--- src/design/ffbc_pkg.sv ---
// Shared types and constants of the first-fit block chain allocator.
`default_nettype none
package ffbc_pkg;

   localparam int STORE_DEPTH = 16;
   localparam int IDX_W       = 4;
   localparam int CNT_W       = 5;
   localparam int SIZE_W      = 16;
   localparam int SUM_W       = 21;

   localparam logic CMD_ALLOC = 1'b0;
   localparam logic CMD_FREE  = 1'b1;

   typedef enum logic [2:0] {
      ST_IDLE,
      ST_SCAN,
      ST_FREE,
      ST_WRITE,
      ST_DONE
   } state_type;

   typedef struct packed {
      logic used;
      logic chained;
   } entry_type;

   typedef struct packed {
      logic             en;
      logic [IDX_W-1:0] addr;
      entry_type        data;
   } mem_wr_type;

   typedef struct packed {
      logic             valid;
      logic             ok;
      logic [IDX_W-1:0] start;
   } result_type;

endpackage
`default_nettype wire

--- src/design/ffbc_mem.sv ---
// Block mark store: one write port, one registered read port.
`default_nettype none
module ffbc_mem (
   input  wire logic                          clock,
   input  wire logic                          reset,
   input  wire logic [ffbc_pkg::IDX_W-1:0]    rd_addr,
   output ffbc_pkg::entry_type                rd_data,
   input  wire ffbc_pkg::mem_wr_type          wr
);

   ffbc_pkg::entry_type                      mem_ff [ffbc_pkg::STORE_DEPTH];
   logic [ffbc_pkg::STORE_DEPTH-1:0]         vld_ff;
   ffbc_pkg::entry_type                      rd_data_ff;

   always_ff @(posedge clock) begin
      if (wr.en) begin
         mem_ff[wr.addr] <= wr.data;
      end
   end

   always_ff @(posedge clock) begin
      if (reset) begin
         vld_ff <= '0;
      end else if (wr.en) begin
         vld_ff[wr.addr] <= 1'b1;
      end
   end

   // an entry never written reads as free and unchained
   always_ff @(posedge clock) begin
      if (vld_ff[rd_addr]) begin
         rd_data_ff <= mem_ff[rd_addr];
      end else begin
         rd_data_ff <= '0;
      end
   end

   assign rd_data = rd_data_ff;

endmodule
`default_nettype wire

--- src/design/ffbc_ctrl.sv ---
// Sequencer: scans the block marks, claims runs and walks chains to free them.
`default_nettype none
module ffbc_ctrl #(
   parameter int SMALL_BLOCKS  = 8,
   parameter int MIDDLE_BLOCKS = 4,
   parameter int LARGE_BLOCKS  = 4,
   parameter int SMALL_BYTES   = 1024,
   parameter int MIDDLE_BYTES  = 2048,
   parameter int LARGE_BYTES   = 4096
) (
   input  wire logic                          clock,
   input  wire logic                          reset,
   input  wire logic                          req_accept,
   input  wire logic                          req_cmd,
   input  wire logic [ffbc_pkg::SIZE_W-1:0]   req_size,
   input  wire logic [ffbc_pkg::IDX_W-1:0]    req_index,
   output logic                               req_ready,
   output logic [ffbc_pkg::IDX_W-1:0]         rd_addr,
   input  wire ffbc_pkg::entry_type           rd_data,
   output ffbc_pkg::mem_wr_type               wr,
   output ffbc_pkg::result_type               result,
   input  wire logic                          result_take
);

   localparam int TOTAL  = SMALL_BLOCKS + MIDDLE_BLOCKS + LARGE_BLOCKS;
   localparam int ACTIVE = (TOTAL < ffbc_pkg::STORE_DEPTH) ? TOTAL : ffbc_pkg::STORE_DEPTH;
   localparam logic [ffbc_pkg::CNT_W-1:0] ACTIVE_CNT = ffbc_pkg::CNT_W'(ACTIVE);
   localparam logic [ffbc_pkg::IDX_W-1:0] LAST_IDX   = ffbc_pkg::IDX_W'(ACTIVE - 1);

   function automatic logic [ffbc_pkg::SIZE_W-1:0] bytes_of(
      input logic [ffbc_pkg::IDX_W-1:0] i
   );
      int ii;
      ii = int'(i);
      if (ii < SMALL_BLOCKS) begin
         return ffbc_pkg::SIZE_W'(SMALL_BYTES);
      end else if (ii < SMALL_BLOCKS + MIDDLE_BLOCKS) begin
         return ffbc_pkg::SIZE_W'(MIDDLE_BYTES);
      end
      return ffbc_pkg::SIZE_W'(LARGE_BYTES);
   endfunction

   ffbc_pkg::state_type               state_ff, state_in;
   logic [ffbc_pkg::CNT_W-1:0]        rd_ff, rd_in;
   logic                              pend_ff, pend_in;
   logic [ffbc_pkg::IDX_W-1:0]        ev_ff, ev_in;
   logic [ffbc_pkg::SIZE_W-1:0]       size_ff, size_in;
   logic [ffbc_pkg::SUM_W-1:0]        sum_ff, sum_in;
   logic                              run_ff, run_in;
   logic [ffbc_pkg::IDX_W-1:0]        start_ff, start_in;
   logic [ffbc_pkg::IDX_W-1:0]        end_ff, end_in;
   logic [ffbc_pkg::IDX_W-1:0]        wp_ff, wp_in;
   logic                              ok_ff, ok_in;
   logic [ffbc_pkg::SUM_W-1:0]        run_sum;

   always_ff @(posedge clock) begin
      if (reset) begin
         state_ff <= ffbc_pkg::ST_IDLE;
         pend_ff  <= 1'b0;
      end else begin
         state_ff <= state_in;
         pend_ff  <= pend_in;
      end
   end

   always_ff @(posedge clock) begin
      rd_ff    <= rd_in;
      ev_ff    <= ev_in;
      size_ff  <= size_in;
      sum_ff   <= sum_in;
      run_ff   <= run_in;
      start_ff <= start_in;
      end_ff   <= end_in;
      wp_ff    <= wp_in;
      ok_ff    <= ok_in;
   end

   assign run_sum = (run_ff ? sum_ff : '0) + ffbc_pkg::SUM_W'(bytes_of(ev_ff));

   always_comb begin
      state_in  = state_ff;
      rd_in     = rd_ff;
      pend_in   = 1'b0;
      ev_in     = ev_ff;
      size_in   = size_ff;
      sum_in    = sum_ff;
      run_in    = run_ff;
      start_in  = start_ff;
      end_in    = end_ff;
      wp_in     = wp_ff;
      ok_in     = ok_ff;
      rd_addr   = rd_ff[ffbc_pkg::IDX_W-1:0];
      wr        = '0;
      req_ready = 1'b0;
      result    = '0;

      // read ahead one block a cycle while the walk is running
      if (state_ff == ffbc_pkg::ST_SCAN || state_ff == ffbc_pkg::ST_FREE) begin
         if (rd_ff < ACTIVE_CNT) begin
            pend_in = 1'b1;
            ev_in   = rd_ff[ffbc_pkg::IDX_W-1:0];
            rd_in   = rd_ff + 1'b1;
         end
      end

      unique case (state_ff)
         ffbc_pkg::ST_IDLE: begin
            req_ready = 1'b1;
            rd_addr   = (req_cmd == ffbc_pkg::CMD_FREE) ? req_index : '0;
            if (req_accept) begin
               size_in  = req_size;
               sum_in   = '0;
               run_in   = 1'b0;
               start_in = '0;
               if (req_cmd == ffbc_pkg::CMD_FREE) begin
                  ok_in = 1'b1;
                  if ({1'b0, req_index} < ACTIVE_CNT) begin
                     pend_in  = 1'b1;
                     ev_in    = req_index;
                     rd_in    = {1'b0, req_index} + 1'b1;
                     state_in = ffbc_pkg::ST_FREE;
                  end else begin
                     state_in = ffbc_pkg::ST_DONE;
                  end
               end else begin
                  ok_in = 1'b0;
                  if (req_size == '0 || ACTIVE_CNT == '0) begin
                     state_in = ffbc_pkg::ST_DONE;
                  end else begin
                     pend_in  = 1'b1;
                     ev_in    = '0;
                     rd_in    = ffbc_pkg::CNT_W'(1);
                     state_in = ffbc_pkg::ST_SCAN;
                  end
               end
            end
         end
         ffbc_pkg::ST_SCAN: begin
            if (pend_ff) begin
               if (rd_data.used) begin
                  sum_in = '0;
                  run_in = 1'b0;
               end else begin
                  if (!run_ff) begin
                     start_in = ev_ff;
                  end
                  run_in = 1'b1;
                  sum_in = run_sum;
               end
               if (!rd_data.used && run_sum >= ffbc_pkg::SUM_W'(size_ff)) begin
                  ok_in    = 1'b1;
                  end_in   = ev_ff;
                  wp_in    = run_ff ? start_ff : ev_ff;
                  start_in = run_ff ? start_ff : ev_ff;
                  pend_in  = 1'b0;
                  state_in = ffbc_pkg::ST_WRITE;
               end else if (ev_ff == LAST_IDX) begin
                  start_in = '0;
                  pend_in  = 1'b0;
                  state_in = ffbc_pkg::ST_DONE;
               end
            end
         end
         ffbc_pkg::ST_FREE: begin
            if (pend_ff) begin
               wr.en   = 1'b1;
               wr.addr = ev_ff;
               wr.data = '0;
               if (!rd_data.chained || ev_ff == LAST_IDX) begin
                  pend_in  = 1'b0;
                  state_in = ffbc_pkg::ST_DONE;
               end
            end
         end
         ffbc_pkg::ST_WRITE: begin
            wr.en           = 1'b1;
            wr.addr         = wp_ff;
            wr.data.used    = 1'b1;
            wr.data.chained = (wp_ff != end_ff);
            if (wp_ff == end_ff) begin
               state_in = ffbc_pkg::ST_DONE;
            end else begin
               wp_in = wp_ff + 1'b1;
            end
         end
         ffbc_pkg::ST_DONE: begin
            result.valid = 1'b1;
            result.ok    = ok_ff;
            result.start = ok_ff ? start_ff : '0;
            if (result_take) begin
               state_in = ffbc_pkg::ST_IDLE;
            end
         end
         default: begin
            state_in = ffbc_pkg::ST_IDLE;
         end
      endcase
   end

`ifndef SYNTHESIS
   a_no_write_idle: assert property (@(posedge clock) disable iff (reset)
      (state_ff == ffbc_pkg::ST_IDLE || state_ff == ffbc_pkg::ST_DONE) |-> !wr.en)
      else $error("mark store written outside a walk");

   a_claim_in_run: assert property (@(posedge clock) disable iff (reset)
      (state_ff == ffbc_pkg::ST_WRITE) |-> (wp_ff >= start_ff && wp_ff <= end_ff))
      else $error("claim write outside the granted run");

   a_busy_after_accept: assert property (@(posedge clock) disable iff (reset)
      req_accept |=> !req_ready)
      else $error("new beat taken while previous one still in work");

   a_free_result_zero: assert property (@(posedge clock) disable iff (reset)
      (result.valid && !result.ok) |-> (result.start == '0))
      else $error("failed allocate reports a start block");
`endif

endmodule
`default_nettype wire

--- src/design/first_fit_block_chain_allocator.sv ---
// Top level of the first-fit block chain allocator.
// Keeps used and chain marks for up to 16 blocks (small, then middle, then large class) in a
// synchronous store with one read and one write port and serves one command at a time. An
// allocate walks the marks from block 0 at one block per cycle until the first free run that
// covers the byte count, then writes the run back one block per cycle; a zero-size request
// fails without a scan. A free walks the chain from the named block, one block per cycle.
// The store takes one read a cycle while scanning and one write a cycle while claiming or
// freeing.
// The result sits in an output register, so the next command can be taken while it waits.
`default_nettype none
module first_fit_block_chain_allocator #(
   parameter int SMALL_BLOCKS  = 8,
   parameter int MIDDLE_BLOCKS = 4,
   parameter int LARGE_BLOCKS  = 4,
   parameter int SMALL_BYTES   = 1024,
   parameter int MIDDLE_BYTES  = 2048,
   parameter int LARGE_BYTES   = 4096
) (
   input  wire logic        clock,
   input  wire logic        reset,
   input  wire logic        req_tvalid,
   output logic             req_tready,
   input  wire logic [23:0] req_tdata,   // request_size [15:0], block_index [19:16], zero pad
   input  wire logic        req_tuser,   // cmd: 0 allocate, 1 free
   output logic             rsp_tvalid,
   input  wire logic        rsp_tready,
   output logic [7:0]       rsp_tdata,   // start_block [3:0], zero pad
   output logic             rsp_tuser    // ok
);

   logic                              req_accept;
   logic [ffbc_pkg::IDX_W-1:0]        rd_addr;
   ffbc_pkg::entry_type               rd_data;
   ffbc_pkg::mem_wr_type              wr;
   ffbc_pkg::result_type              result;
   logic                              result_take;
   logic                              rsp_valid_ff, rsp_valid_in;
   logic                              rsp_ok_ff, rsp_ok_in;
   logic [ffbc_pkg::IDX_W-1:0]        rsp_start_ff, rsp_start_in;

   assign req_accept  = req_tvalid && req_tready;
   assign result_take = !rsp_valid_ff || rsp_tready;

   ffbc_mem u_mem (
      .clock   (clock),
      .reset   (reset),
      .rd_addr (rd_addr),
      .rd_data (rd_data),
      .wr      (wr)
   );

   ffbc_ctrl #(
      .SMALL_BLOCKS  (SMALL_BLOCKS),
      .MIDDLE_BLOCKS (MIDDLE_BLOCKS),
      .LARGE_BLOCKS  (LARGE_BLOCKS),
      .SMALL_BYTES   (SMALL_BYTES),
      .MIDDLE_BYTES  (MIDDLE_BYTES),
      .LARGE_BYTES   (LARGE_BYTES)
   ) u_ctrl (
      .clock       (clock),
      .reset       (reset),
      .req_accept  (req_accept),
      .req_cmd     (req_tuser),
      .req_size    (req_tdata[15:0]),
      .req_index   (req_tdata[19:16]),
      .req_ready   (req_tready),
      .rd_addr     (rd_addr),
      .rd_data     (rd_data),
      .wr          (wr),
      .result      (result),
      .result_take (result_take)
   );

   // load the output register when it is empty or being drained
   always_comb begin
      rsp_valid_in = rsp_valid_ff;
      rsp_ok_in    = rsp_ok_ff;
      rsp_start_in = rsp_start_ff;
      if (result_take) begin
         rsp_valid_in = result.valid;
         if (result.valid) begin
            rsp_ok_in    = result.ok;
            rsp_start_in = result.start;
         end
      end
   end

   always_ff @(posedge clock) begin
      if (reset) begin
         rsp_valid_ff <= 1'b0;
      end else begin
         rsp_valid_ff <= rsp_valid_in;
      end
   end

   always_ff @(posedge clock) begin
      rsp_ok_ff    <= rsp_ok_in;
      rsp_start_ff <= rsp_start_in;
   end

   assign rsp_tvalid = rsp_valid_ff;
   assign rsp_tuser  = rsp_ok_ff;
   assign rsp_tdata  = {4'b0, rsp_start_ff};

endmodule
`default_nettype wire
--- config.mk ---
export PLATFORM = sky130hd
export DESIGN_NAME = first_fit_block_chain_allocator
export DESIGN_NICKNAME = d
export VERILOG_FILES = /design/src/design/ffbc_pkg.sv /design/src/design/ffbc_mem.sv /design/src/design/ffbc_ctrl.sv /design/src/design/first_fit_block_chain_allocator.sv
export SDC_FILE = /design/constraint.sdc
export NUM_CORES = 1
export LEC_CHECK = 0
export BUFFER_PORTS_ARGS = -buffer_cell sky130_fd_sc_hd__buf_2
export CAP_MARGIN = 5
export CORE_ASPECT_RATIO = 1.5
export CORE_MARGIN = 3
export CORE_UTILIZATION = 35
export DETAILED_ROUTE_END_ITERATION = 12
export GPL_TIMING_DRIVEN = 1
export PLACE_DENSITY = 0.6
export SYNTH_ARGS = -nofsm -noshare
export SYNTH_HDL_FRONTEND = slang
export SYNTH_SLANG_ARGS = --single-unit
--- constraint.sdc ---
create_clock -name clock -period 4.9 [get_ports clock]
set_input_delay 0.98 -clock clock [delete_from_list [all_inputs] [get_ports clock]]
set_output_delay 0.98 -clock clock [all_outputs]
set_load 0.01 [all_outputs]
# Word-level counts from Yosys, hierarchy flattened
# Memories as Yosys holds them, arrays and structs flattened. A register that Yosys moved wholly into a read port is not among the register bits.
# Cells that the tools add are included.
[totals] out_inout_bits=11 mem_bits_rw=32 register_bits=86 memories=1 inputBits=29
[mem_list] memory="u_mem.mem_ff" depth=16 word_bits=2 rd=1 rd_clocked_by_memory_dff=1 wr=1 line_no="ffbc_mem.sv:11" text="ffbc_pkg::entry_type mem_ff [ffbc_pkg::STORE_DEPTH];"
[classes] eq_ne=17 muxes=77 n_bitwise=1 n_lt_le_gt_ge=7 n_reduce_logical=23 add_sub_neg=4
[ops] cell="21-bit 2-to-1 mux" count=4
[ops] cell="4-bit 2-to-1 mux" count=18
[ops] cell="16-bit 2-to-1 mux" count=3
[ops] cell="21-bit one-hot mux with 2 select lines" count=1
[ops] cell="3-bit 2-to-1 mux" count=10
[ops] cell="5-bit 2-to-1 mux" count=6
[ops] cell="1-bit 2-to-1 mux" count=24
[ops] cell="21-bit by 16-bit adder with 21-bit output" count=1
[ops] cell="21-bit by 16-bit greater-or-equal comparator with 1-bit output" count=1
[ops] cell="16-bit logical NOT" count=1
[ops] cell="16-bit bitwise OR" count=1
[ops] cell="4-bit one-hot mux with 2 select lines" count=2
[ops] cell="3-bit one-hot mux with 5 select lines" count=1
[ops] cell="7-bit one-hot mux with 2 select lines" count=1
[ops] cell="4-bit AND reduction" count=3
[ops] cell="4-bit by 5-bit < comparator with 1-bit output (second input constant)" count=2
[ops] cell="2-bit inequality test (second input constant)" count=5
[ops] cell="4-bit < comparator (second input constant)" count=2
[ops] cell="7-bit 2-to-1 mux" count=1
[ops] cell="7-bit AND reduction" count=1
[ops] cell="3-bit by 2-bit equality test with 1-bit output (second input constant)" count=2
[ops] cell="6-bit 2-to-1 mux" count=1
[ops] cell="2-bit by 1-bit inequality test with 1-bit output (second input constant)" count=3
[ops] cell="2-bit AND reduction" count=3
[ops] cell="22 further kinds" count=32

# Logic depth before layout (Yosys ltp)
# Gate-level depths: netlist (run 1).
[depth] depth_word=10 mapped_depth=18

# Cells and area by module
# Synthesis (run 1) repeated with hierarchy kept, for this count alone.
[hier_totals] hier_cells=529 hier_area_um2=6052.1
[modules_own_cells] module="ffbc_ctrl" seq_area_each_um2=1791.7 area_per_inst_um2=3772.4 cells_per_inst=369 n_inst=1
[modules_own_cells] module="ffbc_mem" seq_area_each_um2=1321.3 area_per_inst_um2=2034.5 cells_per_inst=144 n_inst=1
[modules_own_cells] module="first_fit_block_chain_allocator" seq_area_each_um2=170.2 area_per_inst_um2=245.2 cells_per_inst=16 n_inst=1

# Least setup slack after synthesis (run 1)
# OpenSTA, ideal clock, no wires.
[synth_path] path_kind="reg-to-reg" startpoint="reg u_ctrl.run_ff" endpoint="reg u_ctrl.wp_ff[0] (netlist name) (enable)" setup_slack_ps=1024 required_ps=4637 arrival_ps=3613 path_stages_with_launch=19 path_buffers=2 setup_ps=263 cell_sequence="edfxtp_1 buf_6 clkbuf_1 and2_1 ha_1 inv_1 fa_1 nor2b_4 o21ai_0 nand3_1 o21ai_0 ha_1 a21o_1 a21oi_1 o41ai_1 nor4_2 a31oi_4 and3_4 or2_1"
[synth_between] elab_chain_len=6
[synth_lines] item="start: declaration" line_no="ffbc_ctrl.sv:49" text="logic run_ff, run_in;"
[synth_lines] item="start signal: assignment" line_no="ffbc_ctrl.sv:71" text="run_ff <= run_in;"
[synth_lines] item="21-bit 2-to-1 mux" line_no="ffbc_ctrl.sv:78" text="assign run_sum = (run_ff ? sum_ff : '0) + ffbc_pkg::SUM_W'(bytes_of(ev_ff));"
[synth_lines] item="21-bit by 16-bit adder with 21-bit output" line_no="ffbc_ctrl.sv:78"
[synth_lines] item="via u_ctrl.run_sum (one bit)" line_no="ffbc_ctrl.sv:54" text="logic [ffbc_pkg::SUM_W-1:0] run_sum;"
[synth_lines] item="21-bit by 16-bit greater-or-equal comparator with 1-bit output" line_no="ffbc_ctrl.sv:150" text="if (!rd_data.used && run_sum >= ffbc_pkg::SUM_W'(size_ff)) begin"
[synth_lines] item="1-bit logical AND" line_no="ffbc_ctrl.sv:150"
[synth_lines] item="2-bit inequality test (no line)"
[synth_lines] item="4-bit AND reduction (no line)"
[synth_lines] item="end signal: assignment" line_no="ffbc_ctrl.sv:74" text="wp_ff <= wp_in;"
[synth_lines] item="end: declaration" line_no="ffbc_ctrl.sv:52" text="logic [ffbc_pkg::IDX_W-1:0] wp_ff, wp_in;"
# The timed path passes the listed nets, and every way through them passes these cells.
# A chain may end at the register's enable or synchronous reset.

# Final worst setup path (run 1)
# Same ends and word-level chain as after synthesis.

==> results by group, run 1 <==
Routing
  – Pre-Repair DR Iteration Count: 5
  – Routed WL: 12,700 um
  – DR vias: 4,064
  – Vias/cell: 5.06
  – DRC violations left: 0
  – Wire per inst: between 15 and 20 um
  – DRT iter0 DRCs: 270
  – Detail Route Antenna Nets: 0

Power and ir drop
  – Static Leakage: approximately 2.8 nW
  – Pwr Density: about 610 mW/mm2
  – Maximum VDD drop: roughly 0.26 mV

Clock network
  – H-Tree Depth: 4
  – Root buffer cell: clkbuf_16
  – Post-CTS Hold Fix Bufs: 0
  – Postcts setup bufs: 0
  – Skew-Pair Late Insertion Delay: 410 ps
  – Resize count post-CTS: 0
  – CTS tree: yes
  – CTS buffer count: 17
  – CTS Buffer Depth: 2
  – CTS Sinks: 120
  – Clk pin slew, worst setup/hold paths: 60 ps

Global routing
  – M3 GR Usage: 3.49%
  – Met2 usage: between 20% and 30%
  – Largest net degree at the start of global routing: 25
  – Antenna violations before repair: 0
  – Grt ovf: 0
  – Met1 Usage GRT: 16.0%
  – Vias in the first global route: approximately 4,000
  – First-pass GRT wire length: 20,700 um
  – Global routing's busiest layer: met2
  – Tot GR Track Use: 13.8%

Worst setup path
  – Req. time, crit path: 5010 ps
  – Crit-path cells: buf_4 -> and2_1 -> ha_1 -> a21oi_1 -> nor2_1 -> xnor2_1 -> nor2b_1 -> ha_1 -> nand3_1 -> o41ai_1 -> nor4_2 -> a31oi_4 -> and3_4 -> or2_1
  – CP endpoint kind: register
  – R2R depth: 14
  – Slowest CP cell: edfxtp_1
  – Worst Path Class, Setup: reg2reg
  – Cell mode on critical path: ha_1
  – Worst EP arrival: 4230 ps
  – CP peak stage delay: between 500 and 600 ps
  – Crit path max fanout: 15
  – Crit path launch type: register

Timing
  – Setup TNS: 0 ps
  – Relative slew margins: 27.3%
  – RSZ-0062 raised after global routing: false
  – Final setup viols: 0
  – Maximum clock rate: 0.243 GHz
  – Hold WS: 469 ps
  – Final Cycle Share: 84.1%
  – Worst-margin pin slew: between 1000 and 1500 ps
  – Post-layout min period: slightly above 4000 ps
  – Clock Skew: about 7.8 ps
  – Final Slew Violations: 0
  – Final hold violation count: 0

Place
  – IO Port Bufs: 31
  – RD Place Congestion: about 0.8
  – DP HPWL: 9340 um

Cells and area
  – Layout area overhead: 15.4%
  – Layout Nets: between 600 and 700
  – Util after Layout: 41.6%
  – Layout cell share with drive strength beyond 1: 14.7%
  – N_diodes: 0

Die
  – Die W: 114 um
  – I/O pin count: 40
  – Initial core utilization: a little over a third
  – Row cnt: 58
  – Die H: roughly 170 um
  – Die area: 0.0192 mm2
  – Core Area: 0.0170 mm2

Logic synthesis
  – Cell variety after synth: 66
  – Largest area contributor in the netlist: edfxtp_1
  – Synth Warn #: 0
  – Share of Yosys cell area claimed by the top area cell type: 43.2%
  – Synth area leaders: edfxtp_1, dfxtp_1, mux2i_1, ha_1, nor2_1
  – Post-synth EDFFs: 88
  – Yosys reg bits: 120
  – Fraction of registers with async set/reset: 0%
  – Cell area after synthesis: just over 0.006 mm2
  – Cells after Synth: 547
  – Avg Inst Size Synth: roughly 11 um2
  – Top_reg_cell synth: edfxtp_1
  – Sequential share of the synthesized area: 53.6%

Worst hold path
  – Worst hold stages: 1
  – Hold crit path type: reg2reg

Status
  – Outcome: completed

Run
  – Max Cap Viol: 0
-- sequential cells by signal (all words and copies together) (netlist names) --
name / cells
rsp_start_ff: 4
rsp_tuser: 1
rsp_tvalid: 1
u_ctrl.end_ff: 4
u_ctrl.ev_ff: 4
u_ctrl.ok_ff: 1
u_ctrl.pend_ff: 1
u_ctrl.rd_ff: 5
u_ctrl.run_ff: 1
u_ctrl.size_ff: 16
u_ctrl.start_ff: 4
u_ctrl.state_ff: 3
u_ctrl.sum_ff: 21
u_ctrl.wp_ff: 4
u_mem.mem_ff: 32
u_mem.rd_data: 2
u_mem.vld_ff: 16
-- layer usage --
metal	up-vias	wire length [um]	share of wire, %
met5	-	0	0
met4	0	297	2.3
met3	19	467	3.7
met2	71	6750	53
met1	1933	5230	41
li1	2041	-	-
-- area by class of cell --
cell class	instances	area (um2)
multi-input cells	382	2600
clock inverters	15	224
well taps	210	263
clock buffers	17	425
flip-flops and latches	120	3280
inverters	26	97.6
repair buffers	33	170
fillers	1662	9910
-- metrics by stage --
stage                     instance area [um2]  std cells  power, W  worst slack [ps]
after floorplan                          6130        550   0.00264              1020
after detailed placement                 6420        771   0.00295               740
after global placement                   6420        771   0.00291               818
final                                    7070        803   0.00429               782
after CTS                                7070        803   0.00433               714
after global routing                     7070        803   0.00455               400
-- path summary, 6_finish.rpt --
kind | from | end | slack [ps]
min reg2reg | u_mem.vld_ff[2]$_SDFFE_PP0P_ | u_mem.vld_ff[2]$_SDFFE_PP0P_ | 470
max | u_ctrl.run_ff$_SDFFCE_PP0P_ | u_ctrl.wp_ff[0]$_DFFE_PP_ | 780
min | u_mem.vld_ff[2]$_SDFFE_PP0P_ | u_mem.vld_ff[2]$_SDFFE_PP0P_ | 470
max reg2reg | u_ctrl.run_ff$_SDFFCE_PP0P_ | u_ctrl.wp_ff[0]$_DFFE_PP_ | 780
-- kinds of logic (layout without fill, tap and decap cells) --
group                    after synthesis  after routing  share of synthesized area, %
AND/OR/NAND/NOR                      214            214                          17.9
AO/OA/AOI/OAI                         85             85                          10.5
buffers and inverters                 48             91                          4.05
other                                  1              4                        0.0612
adder cells (fa/ha/maj)               23             23                          4.82
multiplexers                          40             40                          6.74
flip-flops                           120            120                          53.6
XOR/XNOR                              16             16                          2.29
-- cells in the final DEF, fill, tap and decap left out, types with 6 or more instances in the layout --
master,Yosys,final
edfxtp_1,88,88
ha_1,22,22
buf_2,3,31
o21ai_0,17,17
and3_1,6,6
nand3_1,15,15
and2_1,35,35
xor2_1,6,6
xnor2_1,10,10
nand2b_1,7,7
a211oi_1,7,7
dfxtp_1,32,32
nand2_1,44,44
clkbuf_16,0,17
nor2b_1,11,11
nor2_1,66,66
inv_1,26,26
a21oi_1,19,19
mux2i_1,36,36
-- Yosys cell counts (all sizes together) (4+ instances only) --
master  number
edfxtp      88
ha          22
clkbuf       7
nand3       15
a21oi       19
nand2b       7
nand4        4
o211ai       5
o21a         4
mux2i       36
mux2         4
and3         7
dfxtp       32
a211oi       8
nor3         4
and2        36
o21ai       18
inv         26
nor4         6
xor2         6
nor2b       12
a31oi        5
nand2       45
nor2        66
buf         15
xnor2       10
-- power breakdown --
part | leakage, nW | internal [W] | switching, W | total (W)
Combinational | 1.39 | 0.000549 | 0.000811 | 0.00136
Sequential | 1.10 | 0.00137 | 0.000198 | 0.00156
Clock | 0.316 | 0.000905 | 0.000464 | 0.00137
Total | 2.80 | 0.00282 | 0.00147 | 0.00429
-- worst max-delay path, delay by kind of cell, from the launching register on --
kind            cells  cell delay (ps)
compound gates      3             1110
fa+ha+maj           2              620
flops               1              560
xor+xnor            1              150
simple gates        7             1080
buf+inv             1              280
No activity file was read; power rests on OpenSTA's default activity.
==> run 2: changes to the inputs <==
clock period = 3.8 ns   (was 4.9 ns; I/O delays follow)
==> results by group, run 2 (same netlist as run 1, synthesis figures left out) <==
Timing
  – Post-layout min period: 3530 ps
  – Setup TNS: 0 ps
  – Final setup viols: 0
  – Hold WS: approximately 470 ps
  – Final Cycle Share: 93.0%
  – RSZ-0062 raised after global routing: false
  – Clock Skew: 6.87 ps
  – Final hold violation count: 0
  – Final Slew Violations: 0
  – Worst setup margin: 266 ps
  – Relative slew margins: 47.3%
  – Worst-margin pin slew: 790 ps
  – Maximum clock rate: 0.283 GHz

Status
  – Outcome: completed

Global routing
  – Tot GR Track Use: 14.1%
  – Met1 Usage GRT: 15.5%
  – Grt ovf: 0
  – Antenna violations before repair: 0
  – Global routing's busiest layer: met2
  – Largest net degree at the start of global routing: 25
  – M3 GR Usage: 4.03%
  – First-pass GRT wire length: 21,000 um
  – Vias in the first global route: between 4,000 and 5,000
  – Met2 usage: 24.7%

Die
  – Die W: 114 um
  – Die area: 0.0192 mm2
  – Initial core utilization: 36.1%
  – Die H: 168 um
  – Core Area: 0.0170 mm2
  – Row cnt: between 50 and 60
  – I/O pin count: 40

Routing
  – Pre-Repair DR Iteration Count: 4
  – Wire per inst: 16.0 um
  – Detail Route Antenna Nets: 0
  – DR vias: a little over 4,000
  – DRC violations left: 0
  – Routed WL: 13,000 um
  – DRT iter0 DRCs: ~220
  – Vias/cell: 5.08

Clock network
  – CTS buffer count: 17
  – Skew-Pair Late Insertion Delay: 420 ps
  – Post-CTS Hold Fix Bufs: 0
  – Postcts setup bufs: 0
  – H-Tree Depth: 4
  – CTS tree: yes
  – Clk pin slew, worst setup/hold paths: around 60 ps
  – CTS Sinks: 120
  – CTS Buffer Depth: 2
  – Root buffer cell: clkbuf_16

Worst setup path
  – Worst Path Class, Setup: reg2reg
  – CP endpoint kind: register
  – Crit path launch type: register
  – Req. time, crit path: 3960 ps
  – Crit path max fanout: 6
  – Worst EP arrival: 3700 ps

Cells and area
  – Biggest register: u_mem.mem_ff
  – Biggest regs: u_mem.mem_ff: 32 flops, u_ctrl.sum_ff: 21 flops
  – Layout cell share with drive strength beyond 1: 16.4%
  – Commonest cells after routing, fill and taps aside: edfxtp_1, nor2_1, nand2_1
  – Util after Layout: 41.9%
  – Most common cell after layout, fill and taps aside: edfxtp_1
  – Final std cells w/o fill: 813
  – Layout area overhead: 16.1%
  – Largest register FFs: 32
  – Filler Cells Inserted: around 1,600
  – Layout Nets: 641

Place
  – RD Place Congestion: 0.826
  – Dpl ws: -5.06 ps
  – Cells after DPL: 780
  – IO Port Bufs: 31
  – DP HPWL: 9710 um

Power and ir drop
  – Maximum VDD drop: 0.349 mV
  – Pwr Density: 767 mW/mm2
  – Static Leakage: 2.82 nW

Run
  – Max Cap Viol: 0

Worst hold path
  – Hold crit path type: reg2reg
## run 2: changes by cell type in the layout (fill, tap and decap cells not counted), moves of 2 or more
cell	before	now
clkinv_4	3	5
clkinv_2	2	0
o21ai_0	17	15
bufinv_16	5	2
clkinvlp_4	1	4
buf_4	2	11
o21ai_1	0	2
## run 2: layout make-up
| type | count | area, um2 | share of cell area [%] |
|---|---|---|---|
| diodes | 1 | 2.50 | 0.0352 |
| clock buffers | 17 | 425 | 5.98 |
| clock inverters | 15 | 171 | 2.41 |
| inverters | 26 | 97.6 | 1.37 |
| multi-input cells | 382 | 2630 | 37.0 |
| flip-flops and latches | 120 | 3280 | 46.2 |
| well taps | 210 | 263 | 3.70 |
| repair buffers | 42 | 238 | 3.34 |
## run 2: where the power goes
part           switching (W)  total (W)  internal [W]
combinational        0.00111    0.00188      0.000768
sequential          0.000214    0.00197       0.00176
clock               0.000623    0.00160      0.000978
## run 2: routing by layer
layer	vias to the layer above	share of wire, %
li1	2055	-
met1	1987	41
met2	62	52
met3	28	4.0
met4	0	3.4
met5	-	0
## run 2: what timing repair did
| action | in CTS | in global routing |
|---|---|---|
| resized for setup | 1 | 5 |
| cloned | 0 | 0 |
| pin swaps | 0 | 1 |
| setup endpoints to repair | 8 | 11 |
## run 2: path summary, 6_finish.rpt
check	start	slack [ps]	cells after the start	end
max	u_ctrl.run_ff$_SDFFCE_PP0P_	270	18	u_ctrl.start_ff[2]$_SDFFCE_PP0P_
min	u_mem.vld_ff[14]$_SDFFE_PP0P_	470	2	u_mem.vld_ff[14]$_SDFFE_PP0P_
max reg2reg	u_ctrl.run_ff$_SDFFCE_PP0P_	270	18	u_ctrl.start_ff[2]$_SDFFCE_PP0P_
min reg2reg	u_mem.vld_ff[14]$_SDFFE_PP0P_	470	2	u_mem.vld_ff[14]$_SDFFE_PP0P_
## run 2: metrics by stage
step / cell area [um2] / total power (W)
3_3_place_gp: 6480 / 0.00380
6_report: 7110 / 0.00545
3_5_place_dp: 6480 / 0.00386
5_1_grt: 7110 / 0.00578
4_1_cts: 7090 / 0.00549
2_1_floorplan: 6140 / 0.00340
## run 2: critical path: stages (launching register included)
cell	delay (ps)
edfxtp_1	340
and2_1	120
ha_1	190
inv_1	70
fa_1	440
nor2b_4	150
o21ai_1	80
nand3_1	90
o21ai_1	90
ha_1	310
a21o_1	160
a21oi_1	180
o41ai_2	100
buf_4	150
nor4_4	220
a31oi_4	140
buf_4	170
o21ai_4	230
nor2_1	70
==> run 3: changes to the inputs <==
RECOVER_POWER = 50   (was default)
==> results by group, run 3 (same netlist as run 1, synthesis figures left out) <==
Routing
  – Vias/cell: 5.09
  – WL met2: 6790 um
  – Met3 wire len: 592 um
  – Top layer used by detailed routing: met4
  – DRT iter0 DRCs: 202
  – Met1 WL: 5190 um
  – Routed WL: around 13,000 um
  – Pre-Repair DR Iteration Count: 4
  – Wire per inst: 16.0 um
  – DR vias: 4,142
  – Detail Route Antenna Nets: 0
  – DRC violations left: 0

Power and ir drop
  – Clock power frac: between 20 and 30%
  – Pwr Density: ~770 mW/mm2
  – Maximum VDD drop: between 0.3 and 0.4 mV
  – Int Pwr: 0.00349 W
  – Net switching power: 0.00195 W
  – Sequential share of power: 36.3%
  – Static Leakage: 2.75 nW
  – Sw Share: 35.9%
  – Combinational group share of total power: 34.3%
  – Final Power: 0.00544 W

Cells and area
  – Biggest regs: u_mem.mem_ff: 32 flops, u_ctrl.sum_ff: 21 flops
  – Largest register FFs: 32
  – Util after Layout: 41.7%
  – Biggest register: u_mem.mem_ff
  – Filler Cells Inserted: 1,654
  – Layout area overhead: 15.5%
  – Layout cell share with drive strength beyond 1: 13.0%
  – Layout Nets: 641
  – Most common cell after layout, fill and taps aside: edfxtp_1
  – Commonest cells after routing, fill and taps aside: edfxtp_1, nor2_1, nand2_1

Clock network
  – CTS Sinks: 120
  – H-Tree Depth: 4
  – CTS tree: yes
  – Post-CTS Hold Fix Bufs: 0
  – Clk pin slew, worst setup/hold paths: around 60 ps
  – Root buffer cell: clkbuf_16
  – Skew-Pair Late Insertion Delay: 420 ps
  – CTS Buffer Depth: 2
  – CTS buffer count: 17

Worst setup path
  – Req. time, crit path: 3970 ps
  – Crit path launch type: register
  – CP endpoint kind: register
  – Crit path max fanout: 6
  – Worst Path Class, Setup: reg2reg
  – Worst EP arrival: 3690 ps

Timing
  – Maximum clock rate: 0.284 GHz
  – Final setup viols: 0
  – Worst setup margin: ~270 ps
  – Final Slew Violations: 0
  – Worst-margin pin slew: 794 ps
  – RSZ-0062 raised after global routing: false
  – Relative slew margins: between 40 and 50%
  – Final Cycle Share: around 93%
  – Clock Skew: 7.36 ps
  – Final hold violation count: 0
  – Hold WS: 467 ps
  – Post-layout min period: 3530 ps

Place
  – RD Place Congestion: 0.826
  – Dpl ws: -5.06 ps
  – DP HPWL: 9710 um
  – IO Port Bufs: 31

Global routing
  – Vias in the first global route: 4,175
  – Grt ovf: 0
  – Largest net degree at the start of global routing: 25
  – First-pass GRT wire length: 21,000 um
  – Tot GR Track Use: ~14%
  – Antenna violations before repair: 0

Die
  – Core Area: between 0.015 and 0.02 mm2
  – Initial core utilization: 36.1%
  – Die H: 168 um
  – Row cnt: 58
  – Die W: 114 um
  – I/O pin count: 40
  – Die area: 0.0192 mm2

Status
  – Outcome: completed

Worst hold path
  – Hold crit path type: reg2reg

Run
  – Max Cap Viol: 0
## run 3: cell count changes in the layout (fill, tap and decap cells not counted)
| cell | delta |
|---|---|
| and2_0 | +4 |
| and2_1 | -4 |
| buf_2 | -18 |
| buf_4 | -2 |
| clkbuf_1 | +20 |
| nand2_1 | +1 |
| nand2_4 | -1 |
## run 3: metal layers
metal / global-route usage, % / up-vias
met2: 24.7 / 74
met1: 15.5 / 1984
met4: 7.13 / 0
met5: 0 / -
li1: - / 2056
met3: 4.03 / 28
## run 3: power groups by stage
stage               logic (W)  clock network [W]  registers [W]
floorplan             0.00149                  0        0.00191
global placement      0.00181                  0        0.00199
detailed placement    0.00187                  0        0.00200
CTS                   0.00189            0.00163        0.00197
global route          0.00208            0.00169        0.00200
finish                0.00186            0.00160        0.00197
## run 3: critical path: stages (launching register included)
cell and delay [ps]:
edfxtp_1 340, and2_1 120, ha_1 190, inv_1 70, fa_1 440, nor2b_4 150
o21ai_1 80, nand3_1 90, o21ai_1 90, ha_1 310, a21o_1 160, a21oi_1 180
o41ai_2 100, buf_4 150, nor4_4 220, a31oi_4 140, buf_4 170, o21ai_4 230
nor2_1 70
## run 3: cell type report
type	count	area, um2	area share (%)
Clock inverter	15	171	2.42
Tap cell	210	263	3.71
Multi-Input combinational cell	382	2620	37.1
Inverter	26	97.6	1.38
Clock buffer	17	425	6.01
Sequential cell	120	3280	46.4
Timing Repair Buffer	42	208	2.94
Antenna cell	1	2.50	0.0354
## run 3: what timing repair did
item,CTS,global route
resized for setup,1,5
setup endpoints to repair,8,11
pin swaps,0,1
setup buffers,0,0
gates cloned,0,0
## run 3: worst paths after layout
kind                                 startpoint                               end  slack (ps)  cells after the start
setup / recovery    u_ctrl.run_ff$_SDFFCE_PP0P_  u_ctrl.start_ff[2]$_SDFFCE_PP0P_         270                     18
setup reg to reg    u_ctrl.run_ff$_SDFFCE_PP0P_  u_ctrl.start_ff[2]$_SDFFCE_PP0P_         270                     18
hold reg to reg   u_mem.vld_ff[14]$_SDFFE_PP0P_     u_mem.vld_ff[14]$_SDFFE_PP0P_         470                      2
hold / removal    u_mem.vld_ff[14]$_SDFFE_PP0P_     u_mem.vld_ff[14]$_SDFFE_PP0P_         470                      2
## run 3: metrics by stage
step / TNS (ps) / instance area [um2] / instances
5_1_grt: 0 / 7070 / 812
3_3_place_gp: 0 / 6480 / 780
2_1_floorplan: 0 / 6140 / 550
3_5_place_dp: -8.03 / 6480 / 780
4_1_cts: 0 / 7090 / 812
6_report: 0 / 7070 / 813
